--- src/hw/rtl/nmb_pkg.sv ---
// shared constants, payload types and register codes of the neighbour mean blur
package nmb_pkg;

  localparam int MAX_WIDTH   = 2048;
  localparam int MAX_HEIGHT  = 2048;
  localparam int COL_W       = $clog2(MAX_WIDTH);
  localparam int ROW_W       = $clog2(MAX_HEIGHT);
  localparam int WEFF_W      = $clog2(MAX_WIDTH + 1);
  localparam int HEFF_W      = $clog2(MAX_HEIGHT + 1);
  localparam int SIZE_W      = 12;
  localparam int CFG_IDX_W   = 2;
  localparam int COORD_W     = 11;
  localparam int CHAN_W      = 8;
  localparam int NUM_CHAN    = 3;
  localparam int PIX_W       = NUM_CHAN * CHAN_W;
  localparam int SUM_W       = CHAN_W + 3;
  localparam int MIN_SIZE    = 3;
  localparam int QUEUE_DEPTH = 4;
  localparam int QPTR_W      = $clog2(QUEUE_DEPTH);
  localparam int QCNT_W      = $clog2(QUEUE_DEPTH + 1);

  localparam logic [SIZE_W-1:0] WIDTH_RESET  = SIZE_W'(640);
  localparam logic [SIZE_W-1:0] HEIGHT_RESET = SIZE_W'(480);

  typedef enum logic [CFG_IDX_W-1:0] {
    REG_IMAGE_WIDTH  = 2'd0,
    REG_IMAGE_HEIGHT = 2'd1
  } cfg_reg_e;

  typedef struct packed {
    logic [CHAN_W-1:0] blue_in;
    logic [CHAN_W-1:0] green_in;
    logic [CHAN_W-1:0] red_in;
  } pix_in_t;

  typedef struct packed {
    logic [CHAN_W-1:0]  blue_out;
    logic [CHAN_W-1:0]  green_out;
    logic [CHAN_W-1:0]  red_out;
    logic [COORD_W-1:0] out_row;
    logic [COORD_W-1:0] out_col;
    logic               frame_last;
  } pix_out_t;

  // one classified item handed from front to back
  typedef struct packed {
    pix_in_t            pix;
    logic [COL_W-1:0]   col;
    logic               emit;
    logic [COORD_W-1:0] res_row;
    logic [COORD_W-1:0] res_col;
    logic               last;
  } q_item_t;

endpackage

--- src/hw/rtl/nmb_front.sv ---
// front end: size registers, raster position counters and item classification
module nmb_front import nmb_pkg::*; (
  input  logic                 clk_i,
  input  logic                 rst_ni,
  input  logic                 in_valid_i,
  output logic                 in_ready_o,
  input  pix_in_t              in_data_i,
  input  logic                 cfg_valid_i,
  input  logic [CFG_IDX_W-1:0] cfg_index_i,
  input  logic [SIZE_W-1:0]    cfg_data_i,
  input  logic                 q_full_i,
  output logic                 q_push_o,
  output q_item_t              q_item_o
);

  logic [SIZE_W-1:0] width_q, width_d, height_q, height_d;
  logic [COL_W-1:0]  col_q, col_d;
  logic [ROW_W-1:0]  row_q, row_d;
  logic [WEFF_W-1:0] w_eff;
  logic [HEFF_W-1:0] h_eff;
  logic              last_col, last_row, accept;

  always_comb begin
    if (32'(width_q) < MIN_SIZE) begin
      w_eff = WEFF_W'(MIN_SIZE);
    end else if (32'(width_q) > MAX_WIDTH) begin
      w_eff = WEFF_W'(MAX_WIDTH);
    end else begin
      w_eff = WEFF_W'(width_q);
    end
    if (32'(height_q) < MIN_SIZE) begin
      h_eff = HEFF_W'(MIN_SIZE);
    end else if (32'(height_q) > MAX_HEIGHT) begin
      h_eff = HEFF_W'(MAX_HEIGHT);
    end else begin
      h_eff = HEFF_W'(height_q);
    end
  end

  assign last_col   = (WEFF_W'(col_q) == w_eff - WEFF_W'(1));
  assign last_row   = (HEFF_W'(row_q) == h_eff - HEFF_W'(1));
  assign in_ready_o = !q_full_i;
  assign accept     = in_valid_i && !q_full_i;
  assign q_push_o   = accept;

  always_comb begin
    q_item_o.pix     = in_data_i;
    q_item_o.col     = col_q;
    q_item_o.emit    = (col_q >= COL_W'(2)) && (row_q >= ROW_W'(2));
    q_item_o.res_row = COORD_W'(row_q - ROW_W'(1));
    q_item_o.res_col = COORD_W'(col_q - COL_W'(1));
    q_item_o.last    = last_col && last_row;
  end

  always_comb begin
    width_d  = width_q;
    height_d = height_q;
    col_d    = col_q;
    row_d    = row_q;
    if (cfg_valid_i) begin
      // any write restarts the frame, unknown indices included
      col_d = '0;
      row_d = '0;
      unique case (cfg_reg_e'(cfg_index_i))
        REG_IMAGE_WIDTH:  width_d  = cfg_data_i;
        REG_IMAGE_HEIGHT: height_d = cfg_data_i;
        default: ;
      endcase
    end else if (accept) begin
      if (last_col) begin
        col_d = '0;
        row_d = last_row ? '0 : row_q + ROW_W'(1);
      end else begin
        col_d = col_q + COL_W'(1);
      end
    end
  end

  always_ff @(posedge clk_i or negedge rst_ni) begin
    if (!rst_ni) begin
      width_q  <= WIDTH_RESET;
      height_q <= HEIGHT_RESET;
      col_q    <= '0;
      row_q    <= '0;
    end else begin
      width_q  <= width_d;
      height_q <= height_d;
      col_q    <= col_d;
      row_q    <= row_d;
    end
  end

endmodule

--- config.mk ---
export PLATFORM = sky130hd
export DESIGN_NAME = nmb_front
export DESIGN_NICKNAME = d
export VERILOG_FILES = /design/src/hw/rtl/nmb_pkg.sv /design/src/hw/rtl/nmb_front.sv
export SDC_FILE = /design/constraint.sdc
export NUM_CORES = 1
export LEC_CHECK = 0
export BUFFER_PORTS_ARGS = -buffer_cell sky130_fd_sc_hd__buf_2
export CAP_MARGIN = 20
export CORE_MARGIN = 2
export CORE_UTILIZATION = 45
export DETAILED_ROUTE_END_ITERATION = 6
export HOLD_SLACK_MARGIN = 0.12
export PLACE_DENSITY_LB_ADDON = 0.2
export SLEW_MARGIN = 20
export SYNTH_ARGS = -nofsm -noshare
export SYNTH_HDL_FRONTEND = slang
export SYNTH_SLANG_ARGS = --single-unit
export TNS_END_PERCENT = 50
--- constraint.sdc ---
create_clock -name clk_i -period 4.1 [get_ports clk_i]
set_input_delay 0.41 -clock clk_i [delete_from_list [all_inputs] [get_ports clk_i]]
set_output_delay 0.41 -clock clk_i [all_outputs]
set_load 0.01 [all_outputs]
=== Word level (Yosys, flattened, before mapping) ===
Cells that the tools add are included.

* Equal/unequal tests: 3
* Bitwise logic cells: 0
* Multipliers: 0
* Reductions and logical operators: 10
* Muxes and demuxes: 11
* Add/subtract/negate cells: 6
* Div/mod/pow operators: 0
* Order comparisons: 6
* Shifts and indexed selects: 0

{| class="wikitable"
|+ Operator list
! kind !! number
|-
| 2-to-1 mux 11 bit || 7
|-
| 2-to-1 mux 12 bit || 4
|-
| == test 11 x 12 -> 1 bit || 2
|-
| greater-than comparator 12 bit (second input constant) || 2
|-
| < comparator 12 x 2 -> 1 bit (second input constant) || 2
|-
| subtractor 12 x 1 -> 12 bit (second input constant) || 2
|-
| adder 11 x 1 -> 11 bit (second input constant) || 2
|-
| >= comparator 11 x 2 -> 1 bit (second input constant) || 2
|-
| subtractor 11 x 1 -> 11 bit (second input constant) || 2
|-
| AND reduction 2 bit || 3
|-
| nonzero test 2 bit || 2
|-
| logical AND 1 bit || 3
|-
| == test 2 x 1 -> 1 bit (second input constant) || 1
|-
| zero test 2 bit || 1
|-
| zero test 1 bit || 1
|}

* Memories kept: 0
* Input port bits: 43
* Output and inout bits: 61
* Memory bits (read-only): 0
* Bits in writable memories: 0
* Latch bits: 0
* Register bits after elaboration: 46

=== Longest topological paths before layout ===
Gate-level depths: netlist (run 1).

* Word-level depth: 9
* Gate-level depth with buffers: 15

=== Worst setup path after synthesis (run 1) ===
No wires, ideal clock.

* Kind: register -> register
* Start: register height_q[8]
* End: register row_q[10]
* Data arrival time: 3459 ps
* Path buffers: 2
* Path slack: 496 ps
* Setup time: 145 ps
* Cell stages (with the launch flop): 15
* Period minus slack after synthesis: 3604 ps
* Path through: dfstp_2 -> nor4_1 -> and3_1 -> o21ai_0 -> ha_1 -> clkbuf_1 -> nor3b_1 -> a221oi_1 -> nor3b_1 -> or4b_1 -> nor4_2 -> a31oi_1 -> buf_2 -> o311ai_0 -> o221ai_2

* Cells in the longest elaborated chain, start to end: 9
* Elaborated cells on any way between the ends: 10

{| class="wikitable"
|+ Ends and longest elaborated chain
! what !! RTL line !! source
|-
| start, declared || nmb_front.sv:16 || <nowiki>logic [SIZE_W-1:0] width_q, width_d, height_q, height_d;</nowiki>
|-
| start signal, assigned || nmb_front.sv:87 || <nowiki>height_q <= height_d;</nowiki>
|-
| greater-than comparator 12 bit || nmb_front.sv:33 || <nowiki>end else if (32'(height_q) > MAX_HEIGHT) begin</nowiki>
|-
| 2-to-1 mux 12 bit || nmb_front.sv:33 ||
|-
| 2-to-1 mux 12 bit * || nmb_front.sv:31 || <nowiki>if (32'(height_q) < MIN_SIZE) begin</nowiki>
|-
| subtractor 12 x 1 -> 12 bit * || nmb_front.sv:41 || <nowiki>assign last_row = (HEFF_W'(row_q) == h_eff - HEFF_W'(1));</nowiki>
|-
| == test 11 x 12 -> 1 bit * || nmb_front.sv:41 ||
|-
| 2-to-1 mux 11 bit * || nmb_front.sv:72 || <nowiki>row_d = last_row ? '0 : row_q + ROW_W'(1);</nowiki>
|-
| 2-to-1 mux 11 bit * || nmb_front.sv:70 || <nowiki>if (last_col) begin</nowiki>
|-
| 2-to-1 mux 11 bit * || nmb_front.sv:69 || <nowiki>end else if (accept) begin</nowiki>
|-
| 2-to-1 mux 11 bit * || nmb_front.sv:60 || <nowiki>if (cfg_valid_i) begin</nowiki>
|-
| end signal, assigned || nmb_front.sv:89 || <nowiki>row_q <= row_d;</nowiki>
|-
| end, declared || nmb_front.sv:18 || <nowiki>logic [ROW_W-1:0] row_q, row_d;</nowiki>
|}

Every way passes the cells marked *; elsewhere a longest branch is shown, timed or not. The select of a mux whose other input is x is not followed.
A chain may end at the register's enable or synchronous reset.

==> metrics.md, run 1 <==
| Metric | Value |
|---|---|
| CTS tree | done |
| Initial Utilization | a little under half |
| Path depth of the worst reg2reg path | 13 |
| CP max stage delay | around 610 ps |
| CP cell instances | nor4_2 -> and3_1 -> o21ai_2 -> ha_1 -> or4b_4 -> o2bb2a_4 -> nor3b_1 -> or4b_1 -> nor4_2 -> nand3_1 -> nor2_1 -> buf_2 |
| Crit-path max FO | 7 |
| Pre-Repair DR Iteration Count | 6 |
| Critical Setup Path Class | flop to primary output |
| Total congestion overflow | 0 |
| Worst Path Arrival | roughly 3500 ps |
| Initial antenna violation count | 0 |
| Status | finished clean |
| Layout cells sized above 1 | between 20% and 30% |
| Cell with the most instances after synthesis | dfrtp_1 |
| Worst R2R Setup Slack | 430 ps |
| Mapped Area | slightly below 4000 um^2 |
| Core Util, Final | between 50% and 60% |
| DP HPWL | between 7 and 8 mm |
| Cell repeated most along the worst path | nor4_2 |
| Fin nets | between 500 and 600 |
| Clk sink count | 46 |
| Startpoint Class | flop |
| DRT iter0 DRCs | 191 |
| Syn_area_per_cell | approximately 8.6 um^2 |
| Clock slew at reported path FFs | 90 ps |
| Drt wl/cell | ~17 um |
| Die Height | between 90 and 100 um |
| P_leak | approximately 1.8 nW |
| Cells after Synth | between 400 and 500 |
| CTS Buffer Depth | 2 |
| Clock root buffer | clkbuf_8 |
| Total power | 1.66 mW |
| WP data required | ~3700 ps |
| I/O pins | around 100 |
| All-Layer GR Usage | about a fifth |
| Cell family with most CP delay | simple AND/OR/NAND/NOR gates |
| Max_cap viols | 0 |
| Switching Fraction | a little under two fifths |
| Ant. Diodes | 0 |
| Sequential share of the synthesized area | 29.8% |
| Share of the synthesized area in the top cell type | 25.7% |
| Routed Antenna Nets | 0 |
| Combinational group share of total power | 41.7% |
| Reg power frac | a little under two fifths |
| Critical path buffers and inverters | 1 |
| Worst IR drop on VDD | 170 uV |
| Post-synth ARST share | 100% |
| Worst path slowest cell | dfstp_2 |
| Power Internal | between 1 and 1.5 mW |
| Fmax achieved | about 250 MHz |
| Clock Latency Late Sink | around 300 ps |
| Area contributors post-synth | dfrtp_1, xnor2_1, mux2_2, buf_4, dfstp_2 |
| Final wirelength | approximately 10 mm |
| Slew HR | between 20% and 30% |
| Skew final | between 9 and 10 ps |
| Post-synth top area cell | dfrtp_1 |
| Post-synth EDFFs | 0 |
| Post-CTS Hold Buffers | 0 |
| Syn_nets | ~500 |
| IO buf count | 55 |
| Total CTS buffers | 5 |
| Layout area overhead | 10.4% |
| DR vias/cell | 5.74 |
| CP startpoint | height_q[6] |
| Final hold violations | 0 |
| Fill cells | between 700 and 800 |
| FP Rows | 33 |
| DR vias | ~3,400 |
| # DRC | 0 |
| Clk pwr share | about a fifth |
| Worst Tran Pin Value | between 1000 and 1500 ps |
| Worst flop-to-flop path endpoint | row_q[2] |
| Vias in the first global route | roughly 3,100 |
| CP Capture Type | primary output |
| Synth Register Bits | 46 |
| Post-route clock period utilization | a little over nine tenths |
| Final setup violation count | 0 |
| CTS H-tree lvls | 2 |
| Synth cell types | 60 |
| Core footprint | approximately 8300 um^2 |
| Synth cell count leaders | dfrtp_1, nand2_1, xnor2_1 |
| Pin count of the biggest net entering global routing | 47 |
| Hold Path Class | input pin to asynchronous set/reset pin |
| Final slew viol count | 0 |
| Ys Warns | 0 |
| Switching power | approximately 0.63 mW |
| First-pass GRT wire length | 16.1 mm |
| Reg-to-reg startpoint | height_q[6] |
| Ys flop type | dfrtp_1 |
| Width of the die | around 97 um |
| Crit path time final | between 3000 and 4000 ps |
| Pwr/cell area | ~390 nW/um^2 |
| Die ar. | approximately 9400 um^2 |
| Routability cong. | ~0.89 |
## cell families (layout without fill, tap and decap cells)
| kind of cell | after synthesis | count (layout) | synth area share [%] |
|---|---|---|---|
| xor+xnor | 43 | 43 | 9.68 |
| simple gates | 173 | 173 | 24.0 |
| buf+inv | 81 | 108 | 10.5 |
| compound gates | 75 | 75 | 15.7 |
| flops | 46 | 46 | 29.8 |
| fa+ha+maj | 8 | 8 | 2.57 |
| mux | 28 | 28 | 7.91 |
## power groups by stage
stage | sequential (mW) | combinational [mW] | clock (mW)
floorplan | 0.584 | 0.532 | 0
global placement | 0.624 | 0.658 | 0
detailed placement | 0.625 | 0.667 | 0
CTS | 0.620 | 0.672 | 0.346
global route | 0.640 | 0.763 | 0.365
finish | 0.627 | 0.692 | 0.343
## worst max path at each step
stage                   to  slack [ps]  cells past startpoint
2_1_floorplan    row_q[10]         500                     14
3_3_place_gp      row_q[9]         330                     13
3_5_place_dp      row_q[9]         190                     13
4_1_cts        q_item_o[0]          50                     12
5_1_grt        q_item_o[0]          -4                     12
6_report       q_item_o[0]         160                     12
## state kept, by name (all words and copies together) (netlist names)
name      cells
row_q        11
col_q        11
width_q      12
height_q     12
## stage by stage
| step | setup TNS, ps | cells | hold WS, ps | instance area, um^2 | setup slack [ps] |
|---|---|---|---|---|---|
| after floorplan | 0 | 454 | 114 | 3890 | 496 |
| after global placement | 0 | 573 | 538 | 4100 | 334 |
| after detailed placement | 0 | 573 | 537 | 4100 | 186 |
| after CTS | 0 | 581 | 335 | 4220 | 47.1 |
| after global routing | -3.64 | 586 | 148 | 4290 | -3.64 |
| final | 0 | 586 | 110 | 4290 | 163 |
## metal layers
layer	global-route usage, %	share of wire (%)	wire (um)
met4	5.85	1.4	139
met3	3.47	4.7	467
met2	31.4	46	4600
met5	0	0	0
met1	30.6	48	4800
## what timing repair did
action                                 in CTS  in global routing
pin swaps                                   0                  2
setup buffers                               0                  5
cloned                                      0                  0
endpoints found under the hold margin       0                  0
gates resized for setup                     3                  6
setup endpoints to repair                   1                  1
## worst register-to-register path, stage by stage (launching register included)
cell and delay, ps:
dfstp_2 610, nor4_2 70, and3_1 180, o21ai_2 160, ha_1 190, or4b_4 480, o2bb2a_4 230, nor3b_1 130
or4b_1 550, nor4_2 200, a31oi_1 240, or3b_1 240, buf_4 170, o221ai_2 110
## cell type report
type / instances / area [um^2] / area share [%]
Timing Repair Buffer: 75 / 428 / 9.97
Clock buffer: 7 / 76.3 / 1.78
Inverter: 25 / 93.8 / 2.19
Multi-Input combinational cell: 327 / 2380 / 55.3
Sequential cell: 46 / 1160 / 27.0
Clock inverter: 1 / 30.0 / 0.699
Tap cell: 105 / 131 / 3.06
## cell usage in the layout (no fill, tap or decap), types with 3 or more instances in the layout
cell type,synthesis,routed
nor4_1,13,11
clkbuf_8,0,5
nand3_1,17,17
or3_1,5,5
nand3b_1,5,5
or2_2,3,3
nor3b_1,7,5
a221oi_1,4,3
a31oi_1,3,3
and2_1,3,3
nand2_1,37,37
nand4_1,7,7
buf_2,4,54
o21bai_1,3,3
o21ai_0,17,16
dfrtp_1,40,40
o221ai_2,9,9
nand2b_1,4,4
a21oi_1,11,11
mux2_2,22,22
dfstp_2,6,6
ha_1,8,8
inv_1,25,25
xnor2_1,31,31
nor2_1,28,28
and3_1,7,7
a211oi_1,4,4
xor2_1,12,12
nor3_1,16,15
nor2b_1,10,10
mux2i_1,6,6
buf_4,24,21
or4_1,3,3
Note: power is estimated with default switching activity, not from simulation.
==> run 2: changes to the inputs <==
--- a/config.mk
+++ b/config.mk
@@ -7,6 +7,7 @@
 export LEC_CHECK = 0
 export BUFFER_PORTS_ARGS = -buffer_cell sky130_fd_sc_hd__buf_2
 export CAP_MARGIN = 20
+export CORE_ASPECT_RATIO = 0.6
 export CORE_MARGIN = 2
 export CORE_UTILIZATION = 45
 export DETAILED_ROUTE_END_ITERATION = 6
==> metrics.md, run 2 (synthesized netlist as in run 1, its figures left out) <==
| Metric | Value |
|---|---|
| Status | finished clean |
| Vias in the first global route | 3,291 (+6.2%) |
| Clk sink count | 46 (unchanged) |
| Layout cells sized above 1 | 28.5% (+0.030 points) |
| Layout Cells excl Fill | 596 (+1.7%) |
| All-Layer GR Usage | 23.8% (+3.1 points) |
| Initial antenna violation count | 0 (unchanged) |
| Most frequent cells in the layout | buf_2, dfrtp_1, nand2_1, xnor2_1, nor2_1 |
| Ant. Diodes | 0 (unchanged) |
| Skew final | 8.34 ps (-1.04 ps) |
| Pin count of the biggest net entering global routing | 47 (unchanged) |
| Met2 routed WL | 4.43 mm (-3.8%) |
| Fill cells | 820 (+4.2%) |
| Fin nets | 534 (+0.56%) |
| CP Capture Type | primary output |
| Pwr/cell area | 413 nW/um^2 (+6.6%) |
| # DRC | 0 (unchanged) |
| Max_cap viols | 0 (unchanged) |
| M1 WL | 5.48 mm (+14%) |
| Slew HR | 59.6% (+34 points) |
| CTS Buffer Depth | 2 (unchanged) |
| Drt wl/cell | 18.0 um (+5.7%) |
| Fmax achieved | 256 MHz (+0.89%) |
| Final setup violation count | 0 (unchanged) |
| Top Registers | height_q: 12 flops, width_q: 12 flops |
| Fin Setup TNS | 0 ps (unchanged) |
| Worst Tran Pin Value | 603 ps (-507 ps) |
| Worst IR drop on VDD | 188 uV (+11%) |
| Most common cell after layout, fill and taps aside | buf_2 |
| Met3 routed WL | 758 um (+62%) |
| CTS H-tree lvls | 2 (unchanged) |
| Startpoint Class | flop |
| P_leak | 1.82 nW (+2.4%) |
| Die Height | 76.0 um (-22%) |
| Final slew viol count | 0 (unchanged) |
| Clock Latency Late Sink | 290 ps (about the same) |
| Clock slew at reported path FFs | 60 ps (-30 ps) |
| First-pass GRT wire length | 17.7 mm (+9.6%) |
| Total congestion overflow | 0 (unchanged) |
| Core footprint | 8460 um^2 (+1.9%) |
| Post-CTS Setup Bufs | 0 (unchanged) |
| DRT iter0 DRCs | 325 (+70%) |
| Top Layer Used | met4 |
| DR vias | 3,469 (+3.1%) |
| Width of the die | 124 um (+28%) |
| Worst R2R Setup Slack | 420 ps (about the same) |
| I/O pins | 104 (unchanged) |
| Layout area overhead | 12.3% |
| Path depth of the worst reg2reg path | 13 (unchanged) |
| Hold Path Class | input pin to asynchronous set/reset pin |
| Post-route clock period utilization | 95.2% (-0.85 points) |
| Placed cell count | 588 (+2.6%) |
| Routability cong. | 0.932 (+4.6%) |
| Routed Antenna Nets | 0 (unchanged) |
| Total CTS buffers | 5 (unchanged) |
| CTS tree | done |
| FP Rows | 26 (-21%) |
| Crit-path max FO | 8 (+1) |
| WP data required | 3690 ps (about the same) |
| IO buf count | 55 (unchanged) |
| Initial Utilization | 46.0% (-0.88 points) |
| Final wirelength | 10.8 mm (+7.5%) |
| Reg-to-reg startpoint | height_q[6] |
| Pre-Repair DR Iteration Count | 5 (-1) |
| Total power | 1.80 mW (+8.5%) |
| Clock root buffer | clkbuf_16 |
| DR vias/cell | 5.82 (+1.3%) |
| Critical Setup Path Class | flop to primary output |
| DP HPWL | 7.97 mm (+7.9%) |
| Final hold violations | 0 (unchanged) |
| Crit path time final | 3900 ps (-34.8 ps) |
| Worst Path Arrival | 3490 ps (-40 ps) |
| Die ar. | 9430 um^2 (+0.26%) |
| Pre-CTS WS | 201 ps (+14.5 ps) |
| Worst flop-to-flop path endpoint | row_q[10] |
| Final worst slack | 198 ps (+34.8 ps) |
[run 2: changes by cell type in the layout (fill, tap and decap cells not counted)]
cell,previous run,this run
buf_4,21,24
clkbuf_16,0,5
clkbuf_8,5,0
nor3_1,15,16
nor3_2,2,1
nor3b_1,5,6
nor3b_2,2,1
nor4_1,11,12
nor4_2,2,1
or4b_1,1,0
or4b_4,1,2
[run 2: where the power goes]
part           internal (mW)  total, mW  switching, mW
Combinational          0.336      0.734          0.398
Clock                  0.288      0.460          0.171
Sequential             0.523      0.610         0.0871
Total                   1.15       1.80          0.657
[run 2: area by class of cell]
| type | instances | area, um^2 | area share [%] |
|---|---|---|---|
| clock buffers | 7 | 133 | 3.04 |
| clock inverters | 1 | 30.0 | 0.687 |
| inverters | 25 | 93.8 | 2.15 |
| multi-input cells | 327 | 2360 | 54.1 |
| flip-flops and latches | 46 | 1160 | 26.5 |
| well taps | 112 | 140 | 3.21 |
| repair buffers | 78 | 450 | 10.3 |
[run 2: metrics by stage]
step	area, um^2	utilization (%)	hold WS [ps]
finish	4370	51.7	127
global route	4370	51.7	174
CTS	4330	51.2	346
detailed placement	4170	49.3	543
global placement	4170	49.3	537
floorplan	3890	-	114
[run 2: worst max-delay path, cell delays in order, from the launching register on]
cell,delay [ps]
dfstp_2,600
nor4_2,70
and3_1,200
o21ai_2,160
ha_1,180
or4b_4,480
o2bb2a_4,220
nor3b_1,130
or4b_4,560
nor4_4,250
nand3_1,100
nor2_1,100
buf_2,140
[run 2: worst max-delay path by stage]
stage	startpoint	to
6_report	height_q[6]	q_item_o[0]
5_1_grt	height_q[7]	q_item_o[0]
4_1_cts	height_q[6]	q_item_o[0]
3_5_place_dp	height_q[6]	row_q[10]
3_3_place_gp	height_q[6]	row_q[9]
2_1_floorplan	height_q[8]	row_q[10]
[run 2: routing by layer]
metal / vias up / global-route usage, %
li1: 1650 / -
met5: - / 0
met2: 111 / 32.3
met4: 0 / 4.16
met1: 1693 / 38.3
met3: 15 / 5.31
[run 2: timing repair]
item / CTS / global route
hold buffers: 0 / 0
resized for setup: 1 / 7
endpoints found under the setup margin: 1 / 1
pin swaps: 0 / 0
cloned: 0 / 0
==> run 3: changes to the inputs <==
--- a/config.mk
+++ b/config.mk
@@ -5,12 +5,11 @@
 export SDC_FILE = /design/constraint.sdc
 export NUM_CORES = 1
 export LEC_CHECK = 0
-export BUFFER_PORTS_ARGS = -buffer_cell sky130_fd_sc_hd__buf_2
 export CAP_MARGIN = 20
 export CORE_ASPECT_RATIO = 0.6
-export CORE_MARGIN = 2
 export CORE_UTILIZATION = 45
 export DETAILED_ROUTE_END_ITERATION = 6
+export DONT_BUFFER_PORTS = 1
 export HOLD_SLACK_MARGIN = 0.12
 export PLACE_DENSITY_LB_ADDON = 0.2
 export SLEW_MARGIN = 20
==> metrics.md, run 3 (synthesized netlist as in run 1, its figures left out) <==
| Metric | Value |
|---|---|
| Post-route clock period utilization | 96.6% (+1.5 points) |
| Clock Latency Late Sink | 300 ps (about the same) |
| Fin nets | 478 (-10%) |
| Placed cell count | 524 (-11%) |
| Max_cap viols | 0 (unchanged) |
| Fin Setup TNS | 0 ps (unchanged) |
| Ant. Diodes | 0 (unchanged) |
| Routed Antenna Nets | 0 (unchanged) |
| CP startpoint | height_q[7] |
| Layout cells sized above 1 | 19.4% (-9.1 points) |
| Most common cell after layout, fill and taps aside | dfrtp_1 |
| Worst Path Arrival | 3550 ps (+60 ps) |
| FF/Latch Area | 1160 um^2 (unchanged) |
| Fmax achieved | 252 MHz (-1.5%) |
| CTS Buffer Depth | 2 (unchanged) |
| Final hold violations | 0 (unchanged) |
| CP Capture Type | primary output |
| Reg-to-reg startpoint | height_q[7] |
| Worst R2R Setup Slack | 290 ps (-130 ps) |
| # DRC | 0 (unchanged) |
| Final slew viol count | 0 (unchanged) |
| Worst Tran Pin Value | 965 ps (+361 ps) |
| Worst flop-to-flop path endpoint | row_q[10] |
| Top Registers | height_q: 12 flops, width_q: 12 flops |
| Die Height | 74.0 um (-2.6%) |
| Routability cong. | 0.899 (-3.6%) |
| Crit path time final | 3960 ps (+59.8 ps) |
| Crit-path max FO | 7 (-1) |
| Pre-Repair DR Iteration Count | 5 (unchanged) |
| Worst IR drop on VDD | 209 uV (+11%) |
| Final wirelength | 10.4 mm (-3.2%) |
| WP data required | 3690 ps (about the same) |
| Final setup violation count | 0 (unchanged) |
| Hold Path Class | input pin to flop |
| Crit path to | q_item_o[0] |
| Clock root buffer | clkbuf_16 |
| Core footprint | 8130 um^2 (-3.8%) |
| Vias in the first global route | 2,981 (-9.4%) |
| DR vias | 3,277 (-5.5%) |
| DP HPWL | 7.70 mm (-3.3%) |
| P_leak | 1.61 nW (-11%) |
| Slew HR | 35.4% (-24 points) |
| Pwr/cell area | 444 nW/um^2 (+7.6%) |
| Path depth of the worst reg2reg path | 13 (unchanged) |
| Fill cells | 783 (-4.5%) |
| CTS H-tree lvls | 2 (unchanged) |
| Pin count of the biggest net entering global routing | 47 (unchanged) |
| Die ar. | 9040 um^2 (-4.2%) |
| CTS tree | done |
| I/O pins | 104 (unchanged) |
| Startpoint Class | flop |
| Width of the die | 122 um (-1.6%) |
| Total CTS buffers | 5 (unchanged) |
| DRT iter0 DRCs | 276 (-15%) |
| Initial Utilization | 47.8% (+1.8 points) |
| Clock slew at reported path FFs | 60 ps (about the same) |
| Skew final | 4.71 ps (-3.63 ps) |
| Critical Setup Path Class | flop to primary output |
| All-Layer GR Usage | 24.0% (+0.21 points) |
| Status | finished clean |
| Initial antenna violation count | 0 (unchanged) |
| IO buf count | 0 (-100%) |
| FP Rows | 25 (-3.8%) |
| DR vias/cell | 6.11 (+5.0%) |
| First-pass GRT wire length | 16.5 mm (-6.6%) |
| Layout area overhead | 6.33% |
| Drt wl/cell | 19.4 um (+7.7%) |
| Total congestion overflow | 0 (unchanged) |
| Multi-input logic area | 2360 um^2 (unchanged) |
| Layout Cells excl Fill | 536 (-10%) |
| Clk sink count | 46 (unchanged) |
| Most frequent cells in the layout | dfrtp_1, nand2_1, xnor2_1, nor2_1, inv_1 |
==> run 3: cell types whose count changed in the layout (fill, tap and decap cells not counted), sizes merged <==
cell,before,now
buf,78,21
bufinv,1,2
clkbuf,7,6
dlygate4sd3,0,1
==> run 3: layout make-up <==
cell class	instances	area share, %
multi-input cells	327	57.1
flip-flops and latches	46	28.0
repair buffers	22	4.54
clock buffers	6	3.36
well taps	108	3.27
inverters	25	2.27
clock inverters	2	1.45
==> run 3: worst min path at each step <==
stage | cells past startpoint | endpoint | slack (ps) | start
6_report | 1 | col_q[9] | 180 | cfg_valid_i
5_1_grt | 1 | col_q[9] | 170 | cfg_valid_i
3_3_place_gp | 0 | height_q[11] | 120 | rst_ni
2_1_floorplan | 0 | col_q[0] | 110 | rst_ni
4_1_cts | 1 | col_q[9] | 170 | cfg_valid_i
3_5_place_dp | 0 | height_q[10] | 120 | rst_ni
==> run 3: where the power goes <==
group          internal, mW  switching (mW)
clock                 0.366           0.180
combinational         0.296           0.372
sequential            0.523           0.101
total                  1.18           0.653
==> run 3: repair_timing <==
item | 4_1_cts | 5_1_grt
endpoints found under the hold margin | 46 | 0
hold buffers | 2 | 0
setup endpoints to repair | 0 | 11
buffers inserted | 0 | 2
resized for setup | 0 | 8
==> run 3: critical path: stages, from the launching register on <==
cell	delay, ps
dfstp_2	590
nor4_2	80
and3_1	190
o21ai_1	200
ha_1	210
or4b_4	490
o2bb2a_4	240
nor3b_1	130
or4b_1	570
nor4_4	250
nand3_1	130
nor2_2	190
==> run 3: metrics by stage <==
step,setup WS [ps],area (um^2),power [mW],utilization (%),hold slack (ps)
after detailed placement,299,3850,1.25,47.4,116
after floorplan,496,3890,1.12,-,114
after global routing,-11.4,4140,1.94,50.9,166
final,138,4140,1.84,50.9,177
after global placement,394,3850,1.24,47.4,115
after CTS,21.6,4090,1.82,50.3,165
==> run 3: metal layers <==
layer | vias to the layer above | GRT usage, % | wire (um)
met3 | 16 | 7.82 | 885
li1 | 1533 | - | -
met2 | 129 | 30.6 | 3980
met1 | 1599 | 37.6 | 5410
met4 | 0 | 5.83 | 143
met5 | - | 0 | 0
