**src/hw/rtl/nmb_pkg.sv**
```systemverilog
// shared constants, payload types and register codes of the neighbour mean blur
package nmb_pkg;

  localparam int MAX_WIDTH   = 2048;
  localparam int MAX_HEIGHT  = 2048;
  localparam int COL_W       = $clog2(MAX_WIDTH);
  localparam int ROW_W       = $clog2(MAX_HEIGHT);
  localparam int WEFF_W      = $clog2(MAX_WIDTH + 1);
  localparam int HEFF_W      = $clog2(MAX_HEIGHT + 1);
  localparam int SIZE_W      = 12;
  localparam int CFG_IDX_W   = 2;
  localparam int COORD_W     = 11;
  localparam int CHAN_W      = 8;
  localparam int NUM_CHAN    = 3;
  localparam int PIX_W       = NUM_CHAN * CHAN_W;
  localparam int SUM_W       = CHAN_W + 3;
  localparam int MIN_SIZE    = 3;
  localparam int QUEUE_DEPTH = 4;
  localparam int QPTR_W      = $clog2(QUEUE_DEPTH);
  localparam int QCNT_W      = $clog2(QUEUE_DEPTH + 1);

  localparam logic [SIZE_W-1:0] WIDTH_RESET  = SIZE_W'(640);
  localparam logic [SIZE_W-1:0] HEIGHT_RESET = SIZE_W'(480);

  typedef enum logic [CFG_IDX_W-1:0] {
    REG_IMAGE_WIDTH  = 2'd0,
    REG_IMAGE_HEIGHT = 2'd1
  } cfg_reg_e;

  typedef struct packed {
    logic [CHAN_W-1:0] blue_in;
    logic [CHAN_W-1:0] green_in;
    logic [CHAN_W-1:0] red_in;
  } pix_in_t;

  typedef struct packed {
    logic [CHAN_W-1:0]  blue_out;
    logic [CHAN_W-1:0]  green_out;
    logic [CHAN_W-1:0]  red_out;
    logic [COORD_W-1:0] out_row;
    logic [COORD_W-1:0] out_col;
    logic               frame_last;
  } pix_out_t;

  // one classified item handed from front to back
  typedef struct packed {
    pix_in_t            pix;
    logic [COL_W-1:0]   col;
    logic               emit;
    logic [COORD_W-1:0] res_row;
    logic [COORD_W-1:0] res_col;
    logic               last;
  } q_item_t;

endpackage

```
**src/hw/rtl/nmb_queue.sv**
```systemverilog
// short in-order queue of classified items between front and back
module nmb_queue import nmb_pkg::*; (
  input  logic    clk_i,
  input  logic    rst_ni,
  input  logic    push_i,
  input  q_item_t push_item_i,
  output logic    full_o,
  input  logic    pop_i,
  output logic    valid_o,
  output q_item_t head_o
);

  q_item_t           slot_q [QUEUE_DEPTH];
  logic [QPTR_W-1:0] wr_ptr_q, wr_ptr_d, rd_ptr_q, rd_ptr_d;
  logic [QCNT_W-1:0] count_q, count_d;
  logic              do_push, do_pop;

  assign full_o  = (count_q == QCNT_W'(QUEUE_DEPTH));
  assign valid_o = (count_q != '0);
  assign head_o  = slot_q[rd_ptr_q];
  assign do_push = push_i && !full_o;
  assign do_pop  = pop_i && valid_o;

  always_comb begin
    wr_ptr_d = do_push ? QPTR_W'((32'(wr_ptr_q) + 1) % QUEUE_DEPTH) : wr_ptr_q;
    rd_ptr_d = do_pop ? QPTR_W'((32'(rd_ptr_q) + 1) % QUEUE_DEPTH) : rd_ptr_q;
    count_d  = count_q;
    if (do_push && !do_pop) begin
      count_d = count_q + QCNT_W'(1);
    end else if (!do_push && do_pop) begin
      count_d = count_q - QCNT_W'(1);
    end
  end

  always_ff @(posedge clk_i) begin
    if (do_push) begin
      slot_q[wr_ptr_q] <= push_item_i;
    end
  end

  always_ff @(posedge clk_i or negedge rst_ni) begin
    if (!rst_ni) begin
      wr_ptr_q <= '0;
      rd_ptr_q <= '0;
      count_q  <= '0;
    end else begin
      wr_ptr_q <= wr_ptr_d;
      rd_ptr_q <= rd_ptr_d;
      count_q  <= count_d;
    end
  end

endmodule

```
**config.mk**
```make
export PLATFORM = sky130hd
export DESIGN_NAME = nmb_queue
export DESIGN_NICKNAME = d
export VERILOG_FILES = /design/src/hw/rtl/nmb_pkg.sv /design/src/hw/rtl/nmb_queue.sv
export SDC_FILE = /design/constraint.sdc
export NUM_CORES = 1
export LEC_CHECK = 0
export ABC_AREA = 0
export BUFFER_PORTS_ARGS = -buffer_cell sky130_fd_sc_hd__buf_2
export CELL_PAD_IN_SITES_DETAIL_PLACEMENT = 0
export CELL_PAD_IN_SITES_GLOBAL_PLACEMENT = 2
export CORE_UTILIZATION = 35
export DETAILED_ROUTE_END_ITERATION = 10
export GPL_TIMING_DRIVEN = 0
export PLACE_DENSITY = 0.66
export SYNTH_ARGS = -nofsm -noshare
export SYNTH_HDL_FRONTEND = slang
export SYNTH_SLANG_ARGS = --single-unit
```
**constraint.sdc**
```tcl
create_clock -name clk_i -period 4.4 [get_ports clk_i]
set_clock_uncertainty 0.15 [all_clocks]
set_input_delay 0 -clock clk_i [delete_from_list [all_inputs] [get_ports clk_i]]
set_output_delay 0 -clock clk_i [all_outputs]
set_load 0.01 [all_outputs]
```
* Word-level counts from Yosys, hierarchy flattened
Memories as Yosys holds them, arrays and structs flattened.
Index checks and enable logic that the tools add are counted.
** Storage, ports and cells
- Register bits after elaboration :: 7
- Bits in writable memories :: 236
- Input bits :: 63
- Output and inout bits :: 61
- Word-level logic and storage cells :: 22
- Memories :: 1
** Operators by class
- Add/subtract/negate cells :: 4
- Equality and inequality tests :: 1
- Multiplexer cells :: 4
- Reductions and logical operators :: 9
** Memories
- slot_q :: depth 4, width 59, rd ports 1, clocked after Yosys merged registers in 0, wr ports 1, line nmb_queue.sv:13 : q_item_t slot_q [QUEUE_DEPTH];
** Operator list (count)
- 3-bit 2-to-1 mux :: 2
- 2-bit by 1-bit adder with 2-bit output, second input constant :: 2
- 1-bit logical AND :: 4
- 3-bit by 1-bit adder with 3-bit output, second input constant :: 1
- 3-bit equality test, second input constant :: 1
- 1-bit zero test :: 3
- 3-bit nonzero test :: 1
- 3-bit by 1-bit subtractor with 3-bit output, second input constant :: 1
- 1-bit 2-to-1 mux :: 2
- 2-bit nonzero test :: 1

* Longest topological paths before layout
Gate-level depths: netlist (run 1).
- Word-level depth :: 7
- Gate-level depth with buffers :: 9
- Gate-level depth less buffers :: 8

* Worst setup path after synthesis (run 1)
No wires, ideal clock.
- Path type :: reg2reg
- From :: register count_q[2]
- To :: memory slot_q[0][0] in the netlist's numbering, enable pin
- Setup time :: 0.423 ns
- Data arrival time :: 2.225 ns
- Required time :: 3.827 ns
- Path slack :: 1.602 ns
- Stages on the path, launching flop included :: 5
- Path buffers :: 1
- Period minus slack after synthesis :: 2.798 ns
- Cells stage by stage :: dfrtp_1 -> nor3b_2 -> nor2b_1 -> buf_6 -> and2_1
** Between the ends
- Word-level cells in the longest chain between the ends :: 5
** RTL lines
- from (decl) :: line nmb_queue.sv:15 : logic [QCNT_W-1:0] count_q, count_d;
- from (signal assigned) :: line nmb_queue.sv:49 : count_q <= count_d;
- 3-bit equality test :: line nmb_queue.sv:18 : assign full_o = (count_q == QCNT_W'(QUEUE_DEPTH));
- via full_o :: line nmb_queue.sv:7 : output logic full_o,
- 1-bit zero test :: line nmb_queue.sv:21 : assign do_push = push_i && !full_o;
- 1-bit logical AND :: line nmb_queue.sv:21
- via do_push :: line nmb_queue.sv:16 : logic do_push, do_pop;
- 1-bit 2-to-1 mux :: line nmb_queue.sv:36 : if (do_push) begin
- 1-bit 2-to-1 mux (not written as such) :: line nmb_queue.sv:37 : slot_q[wr_ptr_q] <= push_item_i;
- to (decl) :: line nmb_queue.sv:13
The timed path passes the listed nets, and every way through them passes these cells.

* Worst setup path in the final report (run 1)
- From :: register count_q[0]
- To :: register count_q[2]
** Between the ends
- Word-level cells in the longest chain between the ends :: 6
- Elaborated cells between the ends (all ways) :: 14
- Those cells by class :: 2 x add/sub; 1 x eq/ne; 2 x mux; 9 x reduce/logical
** RTL lines
- parallel branches: the longest is 6 deep, another holds 3-bit by 1-bit subtractor with 3-bit output
Parallel ways; which one is timed is not known. The select of a mux whose other input is x is not followed.
A chain may end at the register's enable or synchronous reset.

==> impl_summary.log, run 1 <==
INFO  metric status = finished clean
INFO  metric worstHoldEndpoint = slot_q[1][5]
INFO  metric timing.setup.critical_path_class = reg2reg
INFO  metric synth.cell_area = between 9000 and 10000 sq um
INFO  metric setup_viol = 0
INFO  metric synth.mux.area_fraction = around 15%
INFO  metric combinational_family_with_the_most_area_after_synthesis = multiplexers
INFO  metric worst-endpoint-required = about 4.7 ns
INFO  metric min_path_type = in2reg
INFO  metric worst-endpoint-arrival = about 2.6 ns
INFO  metric most_used_cells_in_the_layout_excluding_fill_and_tap_cells = edfxtp_1, buf_2, dlygate4sd3_1
INFO  metric synth-adder-area-share = less than 1%
INFO  metric syn-instance-count = between 300 and 400
INFO  metric min-delay-start = push_item_i[5]
INFO  metric core_region_area = 25200 sq um
INFO  metric rsz0062_at_grt = false
INFO  metric post-route-cell-area = approximately 12000 sq um
INFO  metric ys_warn_count = 0
INFO  metric ys.flop_type = edfxtp_1
INFO  metric layout-drive-gt1-share = 41.4%
INFO  metric r2r_cells = 8
INFO  metric synthDistinctLibCells = 22
INFO  metric ctsResizeCount = 0
INFO  metric critical_path.cell_chain = or3_1 -> nand2_1 -> ha_1 -> inv_1 -> fa_1 -> xor2_1 -> nor2_1 -> xor2_1
INFO  metric synth.yosys.seq_area_share = 80.6%
INFO  metric cts_tree = done
INFO  metric finalWeightedCongestion = a little under 0.7
INFO  metric synth_compound_gate_area_share = 0%
INFO  metric globalRouteMet3Util = roughly 2.9%
INFO  metric die_height = 162 microns
INFO  metric start_kind = flop
INFO  metric core.rowCount = 58
INFO  metric cts.hold.buffers_added = between 60 and 70
INFO  metric global_route.peak_usage_layer = met2
INFO  metric drt-wirelength-per-cell = approximately 18 microns
INFO  metric groute.usage.overall = about an eighth
INFO  metric grt_met1_use = around 16%
INFO  metric dr.pass1.iters = 4
INFO  metric htreeDepth = 1
INFO  metric clock_path_buffers = 3
INFO  metric power-per-cell-area = about 650 nW/um^2
INFO  metric endpoint_kind = flop
INFO  metric hpwlAfterDp = 9870 microns
INFO  metric power.leakage = 4.01 nW
INFO  metric grt_max_degree = 53
INFO  metric post-route-period-util = 52.4%
INFO  metric finish.net_count = approximately 630
INFO  metric critical_path_depth = 8
INFO  metric number_of_enable_flip_flop_cells_after_synthesis = between 200 and 250
INFO  metric placed_area = between 10000 and 15000 sq um
INFO  metric cpPeakStageDelay = about 0.44 ns
INFO  metric tns = 0 ns
INFO  metric timing.critical_path.slowest_stage_cell = dfrtp_1
INFO  metric worst_hold_path.num_cells = 2
INFO  metric fmaxAchievable = 0.434 GHz
INFO  metric yosys.area_share.xor_xnor = 0.583%
INFO  metric number_of_drc_markers_in_iteration_0 = 195
INFO  metric drt_wl_total = approximately 17000 microns
INFO  metric syn_nets = approximately 410
INFO  metric critical_path_buf_inv_count = 1
INFO  metric die_area = between 20000 and 30000 sq um
INFO  metric clkSinkCount = 243
INFO  metric r2r-start = count_q[0]
INFO  metric post-cts-setup-buffers = 0
INFO  metric cts_root_buffer = clkbuf_16
INFO  metric grt_pass1_vias = approximately 4.6k
INFO  metric vias = between 4k and 5k
INFO  metric ir_drop = 0.000339 V
INFO  metric clk_pin_slew_worst_paths = about 0.060 ns
INFO  metric antenna_found_initial = 1
INFO  metric timing_hold_violations_final = 0
INFO  metric finalMaxSlewViolations = 0
INFO  metric port-buffer-count = between 100 and 150
INFO  metric finished_core_util = around 46%
INFO  metric synth-async-reset-ratio = 2.88%
INFO  metric global_route.usage.met2 = between 20% and 30%
INFO  metric rr_endpoint = count_q[2]
INFO  metric avgSynthCellArea = about 26 sq um
INFO  metric slew_headroom = between 60 and 70%
INFO  metric layout.cells.most_common = edfxtp_1
INFO  metric viasPerCell = ~4.6
INFO  metric drc = 0
INFO  metric timing.critical_path.mode_cell = xor2_1
INFO  metric timing_worst_slew_pin_value = about 0.48 ns
INFO  metric synth-seq-cells = between 200 and 250
INFO  metric worst_skew_pair.late_latency = around 0.5 ns
INFO  metric cap_viol_max_count = 0
INFO  metric ant_nets_after_route = 0
INFO  metric areaGrowthSynthToFinish = 28.4%
INFO  metric fp.dieW = roughly 160 microns
INFO  metric global_route_wire_length_before_repair = 25700 microns
INFO  metric floorplan.initialDensity = a little over a third
INFO  metric totalPowerFinal = ~7.5 mW
INFO  metric path_max_fanout = 4
INFO  metric cts_buffers = 26
INFO  metric cpLargestDelayFamily = simple AND/OR/NAND/NOR gates
INFO  metric pin_count = approximately 120
INFO  metric global_route.overflow_total = 0
INFO  metric synth_simple_gate_area_share = less than 1%
INFO  metric reg2reg_slack = ~2.1 ns
INFO  metric final_period_minus_worst_setup_slack = ~2.3 ns
-- worst reg2reg max path, stage by stage, from the launching register on --
cell,delay (ns)
dfrtp_1,0.44
or3_1,0.43
nand2_1,0.13
ha_1,0.20
inv_1,0.07
fa_1,0.38
xor2_1,0.15
nor2_1,0.11
xor2_1,0.17
-- report_power, final --
part / internal, mW / total (mW) / switching [mW]
Combinational: 1.13 / 2.32 / 1.19
Sequential: 3.06 / 3.17 / 0.106
Clock: 1.15 / 2.01 / 0.857
Total: 5.34 / 7.49 / 2.15
-- cell families (layout without fill, tap and decap cells) --
kind of cell	after synthesis	count (layout)
xor gates and xnor gates	6	6
adders and majority gates	6	6
buffers and inverters	18	256
DFF	243	243
muxes	61	61
other	0	1
and+or+nand+nor	10	10
-- cell usage after synthesis, drive strengths merged, types with 2 or more instances --
library cell,instances,area share [%]
edfxtp,236,79
inv,3,0.13
xnor2,4,0.39
mux2,2,0.29
ha,5,0.69
dfrtp,7,1.9
mux4,59,15
buf,14,1.9
and2,4,0.28
xor2,2,0.19
-- area by class of cell --
type / count / area (sq um)
buffer: 15 / 176
clock buffer: 32 / 673
tap: 330 / 413
fill: 2125 / 13600
clock inverter: 16 / 120
timing repair buffer: 190 / 1340
inverter: 3 / 11.3
multi-input combinational: 83 / 1570
antenna: 1 / 2.50
sequential: 243 / 7260
-- state kept, by name, indices dropped and copies added (netlist names) --
name and flops:
wr_ptr_q 2, slot_q 236, count_q 3, rd_ptr_q 2
-- worst max-delay path by stage --
stage | slack, ns | to | startpoint
floorplan | 1.60 | slot_q[0][0] | count_q[2]
global placement | 0.33 | slot_q[2][12] | count_q[2]
detailed placement | 2.11 | count_q[2] | count_q[0]
CTS | 2.02 | head_o[39] | rd_ptr_q[1]
global route | 1.97 | head_o[37] | rd_ptr_q[1]
finish | 2.10 | count_q[2] | count_q[0]
-- routing by layer --
layer  vias to the layer above  share of wire, %
met5                         -                 0
met4                         0               2.4
met3                        28               4.9
met2                       112                50
met1                      2164                43
li1                       1915                 -
-- through the flow --
step	hold WS (ns)	worst slack (ns)	cells
floorplan	-0.446	1.60	344
global placement	-0.312	0.334	797
detailed placement	-0.305	2.11	801
CTS	0.0474	2.02	912
global route	0.0600	1.97	913
finish	0.0747	2.10	913
Note: power is estimated with default switching activity, not from simulation.
==> inputs of run 2 (changes only) <==
- PLACE_DENSITY: 0.66 -> 0.68
- clock period: 4.4 -> 1.95 ns (I/O delays scaled with it)
==> run 2 against run 1 <==
  * The flow now finishes with violations (negative setup slack)
  * Wire length rose by 4.6%
  * Non-clock buffer count up 14
  * Flip-flop and latch count stayed put
  * Clock power up 130%
  * Critical path type is now reg2out
  * First-iteration DRC count is 8.2% higher
  * Final cell count up 1.9%
  * Critical path depth fell by 4
  * Sequential share of layout area shrank 2.8 points
  * Critical endpoint is now head_o[17]
==> impl_summary.log, run 2 (same netlist as run 1, synthesis figures left out) <==
INFO  metric finished_core_util = 48.1% (+2.2 points)
INFO  metric start_kind = flop
INFO  metric finalWeightedCongestion = 0.689 (+1.2%)
INFO  metric r2r_cells = 8 (unchanged)
INFO  metric layout-drive-gt1-share = 45.0% (+3.6 points)
INFO  metric min_path_type = in2reg
INFO  metric status = finished, violations left
INFO  metric die_height = 162 microns (unchanged)
INFO  metric core_region_area = 25200 sq um (unchanged)
INFO  metric hpwlAfterDp = 9690 microns (-1.8%)
INFO  metric dr.pass1.iters = 6 (+2)
INFO  metric global_route.overflow_total = 0 (unchanged)
INFO  metric vias = 4293 (+1.8%)
INFO  metric cap_viol_max_count = 0 (unchanged)
INFO  metric timing.setup.critical_path_class = reg2out
INFO  metric worst_skew_pair.late_latency = 0.52 ns (about the same)
INFO  metric finish.net_count = 649 (+2.9%)
INFO  metric timing_worst_slew_pin_value = 0.341 ns (-0.141 ns)
INFO  metric power.leakage = 4.25 nW (+6.0%)
INFO  metric cts_tree = done
INFO  metric post-route-cell-area = 12100 sq um (+4.7%)
INFO  metric port-buffer-count = 123 (unchanged)
INFO  metric groute.usage.overall = 13.7% (+0.75 points)
INFO  metric fp.dieW = 162 microns (unchanged)
INFO  metric registers_with_the_most_flip_flops = slot_q (236), count_q (3)
INFO  metric largest_register_ffs = 236 (unchanged)
INFO  metric pin_count = 124 (unchanged)
INFO  metric switching_power = 5.09 mW (+140%)
INFO  metric timing.critical_path.slowest_stage_cell = mux4_2
INFO  metric power.clock.fraction = 25.7% (-1.1 points)
INFO  metric antenna_cells_inserted = 0 (-1)
INFO  metric layout.cells.most_common = edfxtp_1
INFO  metric ant_nets_after_route = 0 (unchanged)
INFO  metric viasPerCell = 4.62 (-0.11%)
INFO  metric grt_pass1_vias = 4708 (+2.0%)
INFO  metric global_route_wire_length_before_repair = 26900 microns (+4.7%)
INFO  metric grt_max_degree = 34 (-36%)
INFO  metric cts_buffers = 26 (unchanged)
INFO  metric rsz0062_at_grt = true
INFO  metric failed_checks = negative setup slack
INFO  metric cts_root_buffer = clkbuf_16
INFO  metric worst-endpoint-arrival = 1.91 ns (-0.68 ns)
INFO  metric worst-endpoint-required = 1.80 ns (-2.88 ns)
INFO  metric final_period_minus_worst_setup_slack = ~2 ns
INFO  metric worst_hold_path.num_cells = 2 (unchanged)
INFO  metric clkSinkCount = 243 (unchanged)
INFO  metric post-route-period-util = 106%
INFO  metric setup_viol = 60 (+60)
INFO  metric slew_headroom = 77.2% (+9.3 points)
INFO  metric endpoint_kind = primary output
INFO  metric share_comb_of_total_power = 35.1% (+4.2 points)
INFO  metric ir_drop = 0.000909 V (+170%)
INFO  metric placed_area = 10100 sq um (about the same)
INFO  metric htreeDepth = 1 (unchanged)
INFO  metric share_seq_of_total_power = 39.2% (-3.1 points)
INFO  metric drc = 0 (unchanged)
INFO  metric number_of_drc_markers_in_iteration_0 = 211 (+8.2%)
INFO  metric intPower = 13.2 mW (+150%)
INFO  metric clock_path_buffers = 3 (unchanged)
INFO  metric timing_hold_violations_final = 0 (unchanged)
INFO  metric most_used_cells_in_the_layout_excluding_fill_and_tap_cells = edfxtp_1, buf_2, dlygate4sd3_1
INFO  metric final_critical_path_setup_slack = -0.111 ns (-2.21 ns)
INFO  metric critical_path.cell_chain = buf_12 -> buf_12 -> mux4_2 -> buf_2
INFO  metric core.rowCount = 58 (unchanged)
INFO  metric timing.critical_path.mode_cell = buf_12
INFO  metric antenna_found_initial = 0 (-1)
INFO  metric clk_pin_slew_worst_paths = 0.06 ns (about the same)
INFO  metric path_max_fanout = 10 (+6)
INFO  metric drt-wirelength-per-cell = 18.8 microns (+2.7%)
INFO  metric netSwitchingFraction = 27.8% (-0.86 points)
INFO  metric finalMaxSlewViolations = 0 (unchanged)
INFO  metric power-per-cell-area = 1510 nW/um^2 (+130%)
INFO  metric areaGrowthSynthToFinish = 34.4%
INFO  metric fmaxAchievable = just under 0.5 GHz
INFO  metric cpPeakStageDelay = 0.51 ns (+0.07 ns)
INFO  metric floorplan.initialDensity = 35.8% (unchanged)
INFO  metric drt_wl_total = 17500 microns (+4.6%)
INFO  metric totalPowerFinal = 18.3 mW (+140%)
INFO  metric die_area = 26400 sq um (unchanged)
INFO  metric top_register = slot_q
==> run 2: cell count changes in the layout (fill, tap and decap cells not counted), moves of 3 or more <==
cell      before  now
clkbuf_1       7    4
buf_2        129   86
clkinv_2       3    6
buf_6          2   41
buf_4          0   15
==> run 2: power groups by stage <==
stage / Sequential (mW) / Combinational [mW] / Clock (mW)
final: 7.16 / 6.42 / 4.69
after global routing: 7.25 / 6.91 / 5.03
after CTS: 7.17 / 6.40 / 4.83
after detailed placement: 7.26 / 5.30 / 0
after global placement: 7.26 / 5.10 / 0
after floorplan: 7.19 / 3.40 / 0
==> run 2: metal layers <==
| metal | routed length [microns] | share of wire (%) | GRT usage (%) | vias to the layer above |
|---|---|---|---|---|
| met5 | 0 | 0 | 0 | - |
| met3 | 754 | 4.3 | 2.78 | 28 |
| met2 | 8970 | 51 | 24.0 | 102 |
| li1 | - | - | - | 1952 |
| met4 | 491 | 2.8 | 4.03 | 0 |
| met1 | 7290 | 42 | 17.1 | 2211 |
==> run 2: through the flow <==
| stage | hold WS [ns] | setup slack (ns) | cells | setup TNS (ns) |
|---|---|---|---|---|
| detailed placement | -0.305 | -0.313 | 801 | -21.29 |
| floorplan | -0.446 | -0.217 | 344 | -51.60 |
| global route | 0.0774 | -0.187 | 930 | -9.69 |
| CTS | 0.0473 | -0.158 | 931 | -7.84 |
| global placement | -0.310 | -0.892 | 797 | -208.31 |
| finish | 0.0730 | -0.111 | 930 | -5.03 |
==> run 2: layout make-up <==
type / count / area (sq um)
fillers: 2075 / 13100
flip-flops and latches: 243 / 7260
repair buffers: 206 / 1780
multi-input cells: 87 / 1640
clock buffers: 31 / 691
well taps: 330 / 413
plain buffers: 13 / 180
clock inverters: 17 / 133
inverters: 3 / 11.3
==> run 2: critical path, delay by kind of cell (launching register included) <==
kind,cells,cell delay (ns)
multiplexers,1,0.51
buffers and inverters,3,0.50
flip-flops,1,0.37
==> run 2: worst paths after layout <==
check	startpoint	to	slack (ns)
worst max-delay path	rd_ptr_q[0]	head_o[17]	-0.11
worst min-delay path	push_item_i[35]	slot_q[1][35]	0.07
worst max register to register	count_q[1]	count_q[2]	-0.06
worst min register to register	count_q[2]	count_q[2]	0.36
max in group asynchronous	rst_ni	count_q[0]	1.08
min in group asynchronous	rst_ni	wr_ptr_q[1]	0.29
==> run 2: repair_timing <==
item	CTS	global route
buffers inserted	14	0
pin swaps	9	2
hold endpoints to repair	248	0
hold buffers	63	0
resized for setup	45	15
setup endpoints to repair	207	121
cloned	6	0
==> inputs of run 3 (changes only) <==
- ABC_AREA: 0 -> 1
- CAP_MARGIN: unset -> 20
- PLACE_DENSITY: 0.68 -> 0.76
==> run 3 against run 2 <==
  * The run still ends with negative setup slack left
  * Maximum frequency decreased by 1.2%
  * Worst hold slack gained 0.0039 ns
  * Count of clock-buffer cells in the layout did not move
  * Clock power increased by 8.1%
  * Utilization grew 1.7 points
  * Power is 18% higher
  * Global-route usage rose by 2.7 points
  * Sequential share of layout area fell by 7.5 points
  * Flip-flop and latch count is the same
  * Register-to-register slack better by 0.18 ns
  * Critical path type unchanged
==> impl_summary.log, run 3 <==
INFO  metric status = finished, violations left
INFO  metric failed_checks = negative setup slack
INFO  metric drt-wirelength-per-cell = 16.5 microns (-12%)
INFO  metric global_route.overflow_total = 0 (unchanged)
INFO  metric fmaxAchievable = 0.479 GHz (-1.2%)
INFO  metric number_of_drc_markers_in_iteration_0 = 265 (+26%)
INFO  metric hpwlAfterDp = 13700 microns (+42%)
INFO  metric synth.yosys.seq_area_share = 73.5% (-7.1 points)
INFO  metric grt_pass1_vias = 6441 (+37%)
INFO  metric post-route-period-util = 107% (+1.3 points)
INFO  metric avgSynthCellArea = 13.2 sq um (-50%)
INFO  metric placed_area = 11200 sq um (+10%)
INFO  metric fp.dieW = 170 microns (+4.7%)
INFO  metric hold_slack = 0.0769 ns (+0.00393 ns)
INFO  metric tns = -1.96 ns (+3.08 ns)
INFO  metric synth.cell_area = 9880 sq um (+9.7%)
INFO  metric timing.setup.critical_path_class = reg2out
INFO  metric finalMaxSlewViolations = 0 (unchanged)
INFO  metric intPower = 14.4 mW (+9.4%)
INFO  metric global_route_wire_length_before_repair = 35500 microns (+32%)
INFO  metric min_path_type = in2reg
INFO  metric start_kind = flop
INFO  metric reg2reg_slack = 0.12 ns (+0.18 ns)
INFO  metric finish.net_count = 1085 (+67%)
INFO  metric grt_max_degree = 25 (-26%)
INFO  metric synth_area_leaders = edfxtp_1, o211ai_1, nand2_1
INFO  metric clk_pin_slew_worst_paths = 0.06 ns (about the same)
INFO  metric timing_hold_violations_final = 0 (unchanged)
INFO  metric synth-async-reset-ratio = 2.88% (unchanged)
INFO  metric slew_headroom = 72.8% (-4.4 points)
INFO  metric syn_nets = 818 (+98%)
INFO  metric clkSinkCount = 243 (unchanged)
INFO  metric share_comb_of_total_power = 43.7% (+8.6 points)
INFO  metric layout-drive-gt1-share = 31.1% (-14 points)
INFO  metric floorplan.initialDensity = 35.5% (-0.22 points)
INFO  metric fill_cells = 2475 (+19%)
INFO  metric die_area = 28900 sq um (+9.5%)
INFO  metric clock_path_buffers = 3 (unchanged)
INFO  metric ys_warn_count = 0 (unchanged)
INFO  metric final_critical_path_setup_slack = -0.136 ns (-0.0249 ns)
INFO  metric cpLargestDelayFamily = buffers and inverters
INFO  metric core.rowCount = 61 (+5.2%)
INFO  metric ant_nets_after_route = 0 (unchanged)
INFO  metric layout.cells.most_common = edfxtp_1
INFO  metric synthDistinctLibCells = 17 (-23%)
INFO  metric cts_buffers = 26 (unchanged)
INFO  metric viasPerCell = 4.46 (-3.3%)
INFO  metric power.clock.fraction = 23.5% (-2.2 points)
INFO  metric syn-instance-count = 749 (+120%)
INFO  metric vias = 6310 (+47%)
INFO  metric share_seq_of_total_power = 32.9% (-6.3 points)
INFO  metric die_height = 170 microns (+4.7%)
INFO  metric finish.cell_count_without_fillers = 1414 (+52%)
INFO  metric cts_tree = done
INFO  metric dr.pass1.iters = 5 (-1)
INFO  metric drc = 0 (unchanged)
INFO  metric yosys.cell_count.top_type = edfxtp_1
INFO  metric antenna_found_initial = 1 (+1)
INFO  metric post-route-cell-area = 13800 sq um (+14%)
INFO  metric timing.critical_path.mode_cell = buf_12
INFO  metric worst-endpoint-required = 1.80 ns (about the same)
INFO  metric worst_skew_pair.late_latency = 0.52 ns (about the same)
INFO  metric rsz0062_at_grt = true
INFO  metric htreeDepth = 1 (unchanged)
INFO  metric finalWeightedCongestion = 0.714 (+3.7%)
INFO  metric number_of_enable_flip_flop_cells_after_synthesis = 236 (unchanged)
INFO  metric netlist_top_cells_count = edfxtp_1, nand2_1, inv_1, o211ai_1, buf_6
INFO  metric preCtsSetupSlack = -0.427 ns (-0.114 ns)
INFO  metric cap_viol_max_count = 0 (unchanged)
INFO  metric largest_register_ffs = 236 (unchanged)
INFO  metric groute.usage.overall = 16.4% (+2.7 points)
INFO  metric path_max_fanout = 7 (-3)
INFO  metric areaGrowthSynthToFinish = 40.2%
INFO  metric timing.critical_path.slowest_stage_cell = dfrtp_1
INFO  metric final_period_minus_worst_setup_slack = 2.09 ns (+0.0249 ns)
INFO  metric registers_with_the_most_flip_flops = slot_q (236), count_q (3)
INFO  metric timing_worst_slew_pin_value = 0.408 ns (+0.0666 ns)
INFO  metric netSwitchingFraction = 33.2% (+5.3 points)
INFO  metric port-buffer-count = 123 (unchanged)
INFO  metric setup_viol = 34 (-43%)
INFO  metric most_used_cells_in_the_layout_excluding_fill_and_tap_cells = edfxtp_1, nand2_1, inv_1
INFO  metric top_register = slot_q
INFO  metric ys.flop_type = edfxtp_1
INFO  metric power.leakage = 5.66 nW (+33%)
INFO  metric synth-seq-cells = 243 (unchanged)
INFO  metric cpPeakStageDelay = 0.36 ns (-0.15 ns)
INFO  metric dp.cells = 1258 (+57%)
INFO  metric yosysTopAreaCellShare = 71.8% (-6.9 points)
INFO  metric critical_path_buf_inv_count = 6 (+3)
INFO  metric switching_power = 7.16 mW (+41%)
INFO  metric worst-endpoint-arrival = 1.94 ns (+0.03 ns)
INFO  metric core_region_area = 27800 sq um (+10%)
INFO  metric endpoint_kind = primary output
INFO  metric synth_top_area_cell = edfxtp_1
INFO  metric cts_root_buffer = clkbuf_16
INFO  metric pin_count = 124 (unchanged)
INFO  metric ir_drop = 0.000915 V (+0.63%)
INFO  metric power-per-cell-area = 1560 nW/um^2 (+3.3%)
INFO  metric critical_path.cell_chain = inv_2 -> buf_12 -> buf_16 -> buf_12 -> clkbuf_16 -> o211ai_1 -> nand2_1 -> buf_2
INFO  metric drt_wl_total = 23400 microns (+34%)
## run 3: changes by cell type in the layout (fill, tap and decap cells not counted), sizes merged, moves of 4 or more
cell and change:
and2 -8, nor2 +4, o211ai +118, nand2 +194, mux4 -59, buf +49
inv +130, nand3 +6, clkbuf +11
## run 3: logic make-up after synthesis
| group | Yosys count | share of synthesized area, % |
|---|---|---|
| compound gates | 119 | 9.02 |
| xor+xnor | 1 | 0.0887 |
| buf+inv | 173 | 8.54 |
| fa+ha+maj | 6 | 0.836 |
| simple gates | 207 | 7.98 |
| flops | 243 | 73.5 |
## run 3: final cells by class
cell class	count	area [sq um]	area share (%)
sequential	243	7260	52.5
timing repair buffer	239	2170	15.7
antenna	1	2.50	0.0181
inverter	134	508	3.67
multi-input combinational	334	1990	14.4
clock buffer	31	691	4.99
buffer	38	539	3.90
clock inverter	16	204	1.47
tap	378	473	3.42
## run 3: worst paths after layout
path | from | endpoint | cells past startpoint
worst min register to register | wr_ptr_q[1] | wr_ptr_q[1] | 2
worst max register to register | count_q[1] | count_q[1] | 9
min in group asynchronous | rst_ni | rd_ptr_q[0] | 3
worst min-delay path | push_item_i[46] | slot_q[2][46] | 2
max in group asynchronous | rst_ni | count_q[0] | 3
worst max-delay path | rd_ptr_q[0] | head_o[4] | 8
## run 3: what timing repair did
action / 4_1_cts / 5_1_grt
gates cloned: 18 / 4
hold endpoints to repair: 262 / 0
gates resized for setup: 129 / 32
pin swaps: 42 / 30
buffers inserted: 26 / 8
endpoints found under the setup margin: 250 / 94
hold buffers: 63 / 0
## run 3: through the flow
stage / util [%] / total power, mW
floorplan: - / 11.3
global placement: 39.6 / 13.9
detailed placement: 40.2 / 14.1
CTS: 49.8 / 22.0
global route: 49.8 / 22.9
finish: 49.8 / 21.6
## run 3: power groups by stage
stage,clock (mW),combinational (mW),sequential [mW]
3_5_place_dp,0,6.94,7.21
2_1_floorplan,0,4.11,7.18
5_1_grt,5.38,10.3,7.17
4_1_cts,5.18,9.72,7.10
3_3_place_gp,0,6.67,7.25
6_report,5.07,9.43,7.10
## run 3: routing by layer
layer	global-route usage [%]	routed length, microns	vias up	part of all wire [%]
li1	-	-	3145	-
met1	20.6	10300	3016	44
met2	29.4	11700	126	50
met3	2.88	1130	23	4.8
met4	3.25	284	0	1.2
met5	0	0	-	0
